===== src/rtl/jcq_pkg.sv =====
// Shared constants, quantization tables and types for the JPEG coefficient quantizer.
`timescale 1ns / 1ps
`default_nettype none

package jcq_pkg;

    localparam int COEF_WIDTH      = 16;
    localparam int SCALE_FRAC_BITS = 8;
    localparam int BLOCK_SIZE      = 8;
    localparam int IN_FRAC_BITS    = 4;
    localparam int SCALE_WIDTH     = 12;
    localparam int Q_WIDTH         = 7;
    localparam int POS_WIDTH       = 3;
    localparam int OUT_WIDTH       = 21;
    localparam int TABLE_DEPTH     = BLOCK_SIZE * BLOCK_SIZE;
    localparam int TABLE_IDX_W     = 2 * POS_WIDTH;

    // Stream and configuration port widths
    localparam int S_TDATA_W  = ((COEF_WIDTH + 2 * POS_WIDTH + 7) / 8) * 8;
    localparam int M_TDATA_W  = ((OUT_WIDTH + 7) / 8) * 8;
    localparam int CFG_IDX_W  = 1;
    localparam int CFG_DATA_W = SCALE_WIDTH;

    localparam logic [CFG_IDX_W-1:0] REG_DIRECTION_MODE = 1'd0;
    localparam logic [CFG_IDX_W-1:0] REG_LUMA_SCALE     = 1'd1;

    localparam logic MODE_QUANTIZE   = 1'b0;
    localparam logic MODE_DEQUANTIZE = 1'b1;

    // Effective table factor: q * scale for luma, q << SCALE_FRAC_BITS for chroma
    localparam int FACT_W = Q_WIDTH + SCALE_WIDTH;
    localparam int PROD_W = COEF_WIDTH + FACT_W;
    localparam int RES_W  = PROD_W - SCALE_FRAC_BITS;

    // Rounded division: quotient = (2*num + den) / (2*den)
    localparam int NUM_A  = COEF_WIDTH + SCALE_FRAC_BITS + 1;
    localparam int NUM_B  = FACT_W + IN_FRAC_BITS;
    localparam int NUM_W  = ((NUM_A > NUM_B) ? NUM_A : NUM_B) + 1;
    localparam int DEN_W  = FACT_W + IN_FRAC_BITS + 1;
    localparam int REM_W  = DEN_W + 1;
    // Smallest nonzero divisor is 10 * 16 = 160 >= 2^7
    localparam int QUO_W  = COEF_WIDTH + SCALE_FRAC_BITS - 7;

    localparam logic [RES_W-1:0] RES_POS_LIM = RES_W'((64'd1 << (OUT_WIDTH - 1)) - 64'd1);
    localparam logic [RES_W-1:0] RES_NEG_LIM = RES_W'(64'd1 << (OUT_WIDTH - 1));
    localparam logic [OUT_WIDTH-1:0] OUT_MAX_VAL = {1'b0, {(OUT_WIDTH-1){1'b1}}};
    localparam logic [OUT_WIDTH-1:0] OUT_MIN_VAL = {1'b1, {(OUT_WIDTH-1){1'b0}}};

    localparam logic [Q_WIDTH-1:0] LUMA_Q [TABLE_DEPTH] = '{
        7'd16, 7'd11, 7'd10, 7'd16, 7'd24, 7'd40, 7'd51, 7'd61,
        7'd12, 7'd12, 7'd14, 7'd19, 7'd26, 7'd58, 7'd60, 7'd55,
        7'd14, 7'd13, 7'd16, 7'd24, 7'd40, 7'd57, 7'd69, 7'd56,
        7'd14, 7'd17, 7'd22, 7'd29, 7'd51, 7'd87, 7'd80, 7'd62,
        7'd18, 7'd22, 7'd37, 7'd56, 7'd68, 7'd109, 7'd103, 7'd77,
        7'd24, 7'd35, 7'd55, 7'd64, 7'd81, 7'd104, 7'd113, 7'd92,
        7'd49, 7'd64, 7'd78, 7'd87, 7'd103, 7'd121, 7'd120, 7'd101,
        7'd72, 7'd92, 7'd95, 7'd98, 7'd112, 7'd100, 7'd103, 7'd99
    };

    localparam logic [Q_WIDTH-1:0] CHROMA_Q [TABLE_DEPTH] = '{
        7'd17, 7'd18, 7'd24, 7'd47, 7'd99, 7'd99, 7'd99, 7'd99,
        7'd18, 7'd21, 7'd26, 7'd66, 7'd99, 7'd99, 7'd99, 7'd99,
        7'd24, 7'd26, 7'd56, 7'd99, 7'd99, 7'd99, 7'd99, 7'd99,
        7'd47, 7'd66, 7'd99, 7'd99, 7'd99, 7'd99, 7'd99, 7'd99,
        7'd99, 7'd99, 7'd99, 7'd99, 7'd99, 7'd99, 7'd99, 7'd99,
        7'd99, 7'd99, 7'd99, 7'd99, 7'd99, 7'd99, 7'd99, 7'd99,
        7'd99, 7'd99, 7'd99, 7'd99, 7'd99, 7'd99, 7'd99, 7'd99,
        7'd99, 7'd99, 7'd99, 7'd99, 7'd99, 7'd99, 7'd99, 7'd99
    };

    // Per-item data that rides alongside the divider
    typedef struct packed {
        logic              mode;
        logic              neg;
        logic              div_zero;
        logic              mag_zero;
        logic [PROD_W-1:0] prod;
    } jcq_side_t;

endpackage

`default_nettype wire


===== src/rtl/jcq_div.sv =====
// Elastic restoring divider, one quotient bit per pipeline stage.
`timescale 1ns / 1ps
`default_nettype none

module jcq_div (
    input  wire logic                     clk,
    input  wire logic                     rst_n,
    input  wire logic                     in_valid,
    output logic                          in_ready,
    input  wire logic [jcq_pkg::NUM_W-1:0] in_num,
    input  wire logic [jcq_pkg::DEN_W-1:0] in_den,
    input  wire jcq_pkg::jcq_side_t        in_side,
    output logic                          out_valid,
    input  wire logic                     out_ready,
    output logic [jcq_pkg::QUO_W-1:0]     out_quo,
    output jcq_pkg::jcq_side_t            out_side
);
    import jcq_pkg::*;

    logic              valid_reg [QUO_W];
    logic [REM_W-1:0]  rem_reg   [QUO_W];
    logic [QUO_W-1:0]  low_reg   [QUO_W];
    logic [QUO_W-1:0]  quo_reg   [QUO_W];
    logic [DEN_W-1:0]  den_reg   [QUO_W];
    jcq_side_t         side_reg  [QUO_W];
    logic              rdy       [QUO_W];

    genvar k;
    generate
        for (k = 0; k < QUO_W; k++)
        begin : g_stage
            logic             src_valid;
            logic [REM_W-1:0] src_rem;
            logic [QUO_W-1:0] src_low;
            logic [QUO_W-1:0] src_quo;
            logic [DEN_W-1:0] src_den;
            jcq_side_t        src_side;
            logic [REM_W-1:0] trial;
            logic             ge;
            logic             down_ready;

            if (k == 0)
            begin : g_first
                assign src_valid = in_valid;
                // upper bits are already below the divisor when the quotient fits
                assign src_rem   = REM_W'(in_num[NUM_W-1:QUO_W]);
                assign src_low   = in_num[QUO_W-1:0];
                assign src_quo   = '0;
                assign src_den   = in_den;
                assign src_side  = in_side;
            end
            else
            begin : g_next
                assign src_valid = valid_reg[k-1];
                assign src_rem   = rem_reg[k-1];
                assign src_low   = low_reg[k-1];
                assign src_quo   = quo_reg[k-1];
                assign src_den   = den_reg[k-1];
                assign src_side  = side_reg[k-1];
            end

            if (k == QUO_W - 1)
            begin : g_last
                assign down_ready = out_ready;
            end
            else
            begin : g_mid
                assign down_ready = rdy[k+1];
            end

            assign rdy[k] = !valid_reg[k] || down_ready;
            assign trial  = {src_rem[REM_W-2:0], src_low[QUO_W-1]};
            assign ge     = trial >= REM_W'(src_den);

            always_ff @(posedge clk or negedge rst_n)
            begin
                if (!rst_n)
                begin
                    valid_reg[k] <= 1'b0;
                end
                else if (rdy[k])
                begin
                    valid_reg[k] <= src_valid;
                end
            end

            always_ff @(posedge clk)
            begin
                if (rdy[k] && src_valid)
                begin
                    rem_reg[k]  <= ge ? (trial - REM_W'(src_den)) : trial;
                    low_reg[k]  <= {src_low[QUO_W-2:0], 1'b0};
                    quo_reg[k]  <= {src_quo[QUO_W-2:0], ge};
                    den_reg[k]  <= src_den;
                    side_reg[k] <= src_side;
                end
            end
        end
    endgenerate

    assign in_ready  = rdy[0];
    assign out_valid = valid_reg[QUO_W-1];
    assign out_quo   = quo_reg[QUO_W-1];
    assign out_side  = side_reg[QUO_W-1];

endmodule

`default_nettype wire


===== src/rtl/jpeg_coefficient_quantizer_top.sv =====
// Top level of the JPEG coefficient quantizer / dequantizer stream pipeline.
// Pipeline: 3 front stages, 17 divider stages and 1 output register between input
// beat and output beat. The divider retires one quotient bit per stage.
// Throughput: one beat per cycle; each stage stalls only when its successor cannot accept.
// Reset: asynchronous, active low; clears all valid bits, direction_mode to
// quantize and luma_scale to 256 (1.0).
`timescale 1ns / 1ps
`default_nettype none

module jpeg_coefficient_quantizer_top (
    input  wire logic                              clk,
    input  wire logic                              rst_n,
    input  wire logic                              cfg_we,
    input  wire logic [jcq_pkg::CFG_IDX_W-1:0]     cfg_index,
    input  wire logic [jcq_pkg::CFG_DATA_W-1:0]    cfg_data,
    input  wire logic                              s_axis_tvalid,
    output logic                                   s_axis_tready,
    // coefficient[15:0], block_row[18:16], block_col[21:19], zero pad
    input  wire logic [jcq_pkg::S_TDATA_W-1:0]     s_axis_tdata,
    // is_chroma[0]
    input  wire logic [0:0]                        s_axis_tuser,
    output logic                                   m_axis_tvalid,
    input  wire logic                              m_axis_tready,
    // result_value[20:0], zero pad
    output logic [jcq_pkg::M_TDATA_W-1:0]          m_axis_tdata,
    // saturated[0]
    output logic [0:0]                             m_axis_tuser
);
    import jcq_pkg::*;

    logic                   direction_mode_reg;
    logic [SCALE_WIDTH-1:0] luma_scale_reg;

    always_ff @(posedge clk or negedge rst_n)
    begin
        if (!rst_n)
        begin
            direction_mode_reg <= MODE_QUANTIZE;
            luma_scale_reg     <= SCALE_WIDTH'(256);
        end
        else if (cfg_we)
        begin
            case (cfg_index)
                REG_DIRECTION_MODE: direction_mode_reg <= cfg_data[0];
                REG_LUMA_SCALE:     luma_scale_reg     <= cfg_data;
                default:            ;
            endcase
        end
    end

    // ---------------- stage 1: sign/magnitude and table lookup
    logic [COEF_WIDTH-1:0]  in_coef;
    logic [TABLE_IDX_W-1:0] in_idx;
    logic                   in_chroma;
    logic                   s1_valid_reg;
    logic                   s1_rdy;
    logic [COEF_WIDTH-1:0]  s1_mag_reg;
    logic                   s1_neg_reg;
    logic                   s1_chroma_reg;
    logic [Q_WIDTH-1:0]     s1_q_reg;

    assign in_coef   = s_axis_tdata[COEF_WIDTH-1:0];
    assign in_idx    = {s_axis_tdata[COEF_WIDTH+POS_WIDTH-1:COEF_WIDTH],
                        s_axis_tdata[COEF_WIDTH+2*POS_WIDTH-1:COEF_WIDTH+POS_WIDTH]};
    assign in_chroma = s_axis_tuser[0];

    // ---------------- stage 2: effective table factor
    logic                   s2_valid_reg;
    logic                   s2_rdy;
    logic [COEF_WIDTH-1:0]  s2_mag_reg;
    logic                   s2_neg_reg;
    logic [FACT_W-1:0]      s2_fact_reg;

    // ---------------- stage 3: product and divider operands
    logic                   s3_valid_reg;
    logic                   s3_rdy;
    logic [NUM_W-1:0]       s3_num_reg;
    logic [DEN_W-1:0]       s3_den_reg;
    jcq_side_t              s3_side_reg;

    logic                   div_in_ready;
    logic                   div_out_valid;
    logic                   div_out_ready;
    logic [QUO_W-1:0]       div_quo;
    jcq_side_t              div_side;

    logic                   out_valid_reg;
    logic [OUT_WIDTH-1:0]   result_reg;
    logic                   sat_reg;

    assign s3_rdy        = !s3_valid_reg || div_in_ready;
    assign s2_rdy        = !s2_valid_reg || s3_rdy;
    assign s1_rdy        = !s1_valid_reg || s2_rdy;
    assign s_axis_tready = s1_rdy;

    always_ff @(posedge clk or negedge rst_n)
    begin
        if (!rst_n)
        begin
            s1_valid_reg <= 1'b0;
            s2_valid_reg <= 1'b0;
            s3_valid_reg <= 1'b0;
        end
        else
        begin
            if (s1_rdy)
            begin
                s1_valid_reg <= s_axis_tvalid;
            end
            if (s2_rdy)
            begin
                s2_valid_reg <= s1_valid_reg;
            end
            if (s3_rdy)
            begin
                s3_valid_reg <= s2_valid_reg;
            end
        end
    end

    always_ff @(posedge clk)
    begin
        if (s1_rdy && s_axis_tvalid)
        begin
            s1_neg_reg    <= in_coef[COEF_WIDTH-1];
            // two's complement of the most negative value reads correctly as unsigned
            s1_mag_reg    <= in_coef[COEF_WIDTH-1] ? (~in_coef + 1'b1) : in_coef;
            s1_chroma_reg <= in_chroma;
            s1_q_reg      <= in_chroma ? CHROMA_Q[in_idx] : LUMA_Q[in_idx];
        end
    end

    always_ff @(posedge clk)
    begin
        if (s2_rdy && s1_valid_reg)
        begin
            s2_mag_reg <= s1_mag_reg;
            s2_neg_reg <= s1_neg_reg;
            if (s1_chroma_reg)
            begin
                s2_fact_reg <= {{(FACT_W-Q_WIDTH-SCALE_FRAC_BITS){1'b0}}, s1_q_reg,
                                {SCALE_FRAC_BITS{1'b0}}};
            end
            else
            begin
                s2_fact_reg <= FACT_W'(s1_q_reg) * FACT_W'(luma_scale_reg);
            end
        end
    end

    always_ff @(posedge clk)
    begin
        if (s3_rdy && s2_valid_reg)
        begin
            // num = mag << SCALE_FRAC_BITS, den = fact << IN_FRAC_BITS; the registers hold 2*num + den and 2*den
            s3_num_reg <= NUM_W'({s2_mag_reg, {(SCALE_FRAC_BITS+1){1'b0}}})
                        + NUM_W'({s2_fact_reg, {IN_FRAC_BITS{1'b0}}});
            s3_den_reg <= {s2_fact_reg, {(IN_FRAC_BITS+1){1'b0}}};
            s3_side_reg.mode     <= direction_mode_reg;
            s3_side_reg.neg      <= s2_neg_reg;
            s3_side_reg.div_zero <= (s2_fact_reg == '0);
            s3_side_reg.mag_zero <= (s2_mag_reg == '0);
            s3_side_reg.prod     <= PROD_W'(s2_mag_reg) * PROD_W'(s2_fact_reg);
        end
    end

    jcq_div u_div (
        .clk       (clk),
        .rst_n     (rst_n),
        .in_valid  (s3_valid_reg),
        .in_ready  (div_in_ready),
        .in_num    (s3_num_reg),
        .in_den    (s3_den_reg),
        .in_side   (s3_side_reg),
        .out_valid (div_out_valid),
        .out_ready (div_out_ready),
        .out_quo   (div_quo),
        .out_side  (div_side)
    );

    // ---------------- output stage: select, sign and saturate
    logic [RES_W-1:0]     res_mag;
    logic [RES_W-1:0]     res_neg;
    logic                 neg_eff;
    logic [OUT_WIDTH-1:0] result_next;
    logic                 sat_next;

    assign res_mag = (div_side.mode == MODE_DEQUANTIZE)
                   ? div_side.prod[PROD_W-1:SCALE_FRAC_BITS]
                   : RES_W'(div_quo);
    assign res_neg = RES_W'(0) - res_mag;
    assign neg_eff = div_side.neg && (res_mag != '0);

    always_comb
    begin
        result_next = res_mag[OUT_WIDTH-1:0];
        sat_next    = 1'b0;
        if (div_side.mode == MODE_QUANTIZE && div_side.div_zero)
        begin
            // zero luma scale: a zero coefficient gives zero, else clip to the signed extreme
            if (div_side.mag_zero)
            begin
                result_next = '0;
            end
            else
            begin
                result_next = div_side.neg ? OUT_MIN_VAL : OUT_MAX_VAL;
                sat_next    = 1'b1;
            end
        end
        else if (neg_eff)
        begin
            if (res_mag > RES_NEG_LIM)
            begin
                result_next = OUT_MIN_VAL;
                sat_next    = 1'b1;
            end
            else
            begin
                result_next = res_neg[OUT_WIDTH-1:0];
            end
        end
        else if (res_mag > RES_POS_LIM)
        begin
            result_next = OUT_MAX_VAL;
            sat_next    = 1'b1;
        end
    end

    assign div_out_ready = !out_valid_reg || m_axis_tready;

    always_ff @(posedge clk or negedge rst_n)
    begin
        if (!rst_n)
        begin
            out_valid_reg <= 1'b0;
        end
        else if (div_out_ready)
        begin
            out_valid_reg <= div_out_valid;
        end
    end

    always_ff @(posedge clk)
    begin
        if (div_out_ready && div_out_valid)
        begin
            result_reg <= result_next;
            sat_reg    <= sat_next;
        end
    end

    assign m_axis_tvalid = out_valid_reg;
    assign m_axis_tdata  = {{(M_TDATA_W-OUT_WIDTH){1'b0}}, result_reg};
    assign m_axis_tuser  = sat_reg;

endmodule

`default_nettype wire

===== config.mk =====
export PLATFORM = sky130hd
export DESIGN_NAME = jpeg_coefficient_quantizer_top
export DESIGN_NICKNAME = d
export VERILOG_FILES = /design/src/rtl/jcq_pkg.sv /design/src/rtl/jcq_div.sv /design/src/rtl/jpeg_coefficient_quantizer_top.sv
export SDC_FILE = /design/constraint.sdc
export NUM_CORES = 2
export LEC_CHECK = 0
export ABC_AREA = 1
export BUFFER_PORTS_ARGS = -buffer_cell sky130_fd_sc_hd__buf_2
export CAP_MARGIN = 20
export CORE_MARGIN = 1.5
export CORE_UTILIZATION = 65
export DETAILED_ROUTE_END_ITERATION = 12
export GPL_ROUTABILITY_DRIVEN = 0
export PLACE_DENSITY = 0.82
export SETUP_SLACK_MARGIN = 0.5
export SYNTH_ARGS = -nofsm -noshare
export SYNTH_HDL_FRONTEND = slang
export SYNTH_SLANG_ARGS = --single-unit

===== constraint.sdc =====
create_clock -name clk -period 12.4 [get_ports clk]
set_input_delay 2.48 -clock clk [delete_from_list [all_inputs] [get_ports clk]]
set_output_delay 2.48 -clock clk [all_outputs]
set_load 0.01 [all_outputs]

==> metrics.yaml <==
synth_area_per_cell_um2: 11.32
clk_pin_slew_ns: 0.06
dp_hpwl_um: 117500
n_fill_cell: 7858
max_freq_mhz: 120.9
yosys_most_used_dff: "edfxtp_1"
cpPeakStageDelay_ns: 0.39
post-route-period-util_pct: 66.72
grt_first_pass_wirelength_um: 273500
groute.usage.overall_pct: 27.27
first_pass_iters: 9
finalHoldViolations: 0
drt-total-wl_um: 170400
clk_path_buf_depth: 3
clock_sinks: 1550
cp_cell_sequence: "buf_2 > inv_1 > nand4_1 > nor2_1 > nand4_1 > nor2_2 > nand4_1 > nor2_1 > nand4_1 > nor2_2 > nand4_1 > nor2_2 > nand2_1 > buf_2"
vias: 52827
die_w_um: 355.9
status: "complete, no violations"
yosysWarningCount: 0
yosys_register_bits: 1550
mostFrequentLayoutCells: "edfxtp_1, nand2_1, inv_1"
drc: 0
cts_buffers: 153
hold_path_class: "flip-flop to flip-flop"
htree_levels: 4
syn2layout_area_growth_pct: 8.557
grt_max_degree: 83
antenna_found_initial: 8
ios: 70
worstSetupPathType: "primary input to output pin"
start_util_pct: 65.48
drt_iter0_drc: 5298
nets: 8048
grt_pass1_vias: 54168
wl_per_cell_um: 18.94
required_ns: 9.92
clk-insertion-delay-late_ns: 0.81
rows: 129
dieArea_um2: 126700
via_per_inst: 5.873
relSlewSlack_pct: 24.92
post-route-util_pct: 71.08
gr-total-overflow: 0
cts.repair.resized: 0
setup_viol: 0
cpMaxStageDelayCell: "nor2_1"
finalSetupTns_ns: 0
async_reset_ff_share_pct: 2.194
die_h_um: 355.9
numPortBuffers: 64
syn_area_um2: 80950
slew_violations: 0
synth-edff-count: 1516
netlist-cell-type-count: 64
startpoint_type: "primary input"
layout-drive-gt1-share_pct: 5.143
stdcell_count: 8995
worstSetupEndpointType: "output pin"
cts_hold_buffers: 0
synth_cells: 7152
clock_skew_ns: 0.04366
post_cts_buffers: 0
multi_input_area_um2: 29570
ys_seq_area_share_pct: 57.29
design.core.area_um2: 123600
crit_top_cell: "nand4_1"
seqCellArea_um2: 46380
worst-slew-pin-transition_ns: 1.126
crit_fanout: 4
largest_register_ffs: 527
root_buffer: "clkbuf_16"
cts_tree: "yes"
worst_ep_arrival_time_ns: 5.79
rsz0062_at_grt: "no"
antenna_left: 0
maxCapViolations: 0
dp.cells: 8710
final_common_cell: "edfxtp_1"
period_needed_ns: 8.273
==> worst paths after layout <==
kind                                       from              endpoint  slack, ns  cells after the start
min                        u_div.low_reg[0][12]  u_div.low_reg[0][29]       0.39                      0
max in group asynchronous                 rst_n       u_div.out_valid       9.95                      1
max                               m_axis_tready         s_axis_tready       4.13                     14
min in group asynchronous                 rst_n     luma_scale_reg[3]       1.81                      1
max reg2reg                      s2_fact_reg[8]       s3_side_reg[30]       5.56                     23
min reg2reg                u_div.low_reg[0][12]  u_div.low_reg[0][29]       0.39                      0
==> layer usage <==
metal / vias to the layer above / global-route usage [%] / routed length, µm
met5: - / 0 / 0
met4: 0 / 14.37 / 9615
met3: 693 / 4.886 / 12000
met2: 2598 / 49.83 / 88860
met1: 25107 / 30.16 / 59910
li1: 24429 / - / -
==> critical path, delay by kind of cell <==
kind | cells | cell delay (ns)
buffers and inverters | 3 | 0.36
AND/OR/NAND/NOR | 11 | 2.94
==> kinds of logic (layout without fill, tap and decap cells) <==
kind of cell    Yosys count  in the layout  share of synthesized area [%]
flops                  1550           1550                          57.29
mux                      11             11                         0.1530
buf+inv                1340           1536                          6.291
compound gates         1084           1084                          7.492
other cells               1             11                       0.004632
fa+ha+maj               774            774                          14.75
simple gates           2088           2088                          10.73
xor+xnor                304            304                          3.289
==> cell usage after synthesis, drive strengths merged (126+ instances only) <==
library cell,count,area share [%]
nand2,1382,6.4
a21oi,390,2.4
xnor2,159,1.7
edfxtp,1516,56
ha,473,7.3
nor2,297,1.4
fa,301,7.4
clkbuf,126,0.59
inv,1173,5.4
xor2,145,1.6
o21ai,459,2.9
nand3,161,1.0
==> layout make-up <==
type | count | area share, %
clock inverters | 95 | 1.118
flip-flops and latches | 1550 | 52.77
well taps | 1637 | 2.331
multi-input cells | 4264 | 33.65
inverters | 1173 | 5.012
diodes | 8 | 0.02278
repair buffers | 89 | 0.6236
clock buffers | 179 | 4.468
==> per-stage QoR <==
step                hold WS [ns]  instance area, µm²  setup WS [ns]
floorplan                 0.4003               80960          5.110
global placement          0.4001               82890          4.321
detailed placement        0.4045               82890          4.231
CTS                       0.3784               87800          4.077
global route              0.3931               87880          3.756
finish                    0.3887               87880          4.127
Power is left out: the tool's default activity adds up to more than one toggle a clock period on the data nets, which glitch-free logic cannot reach.
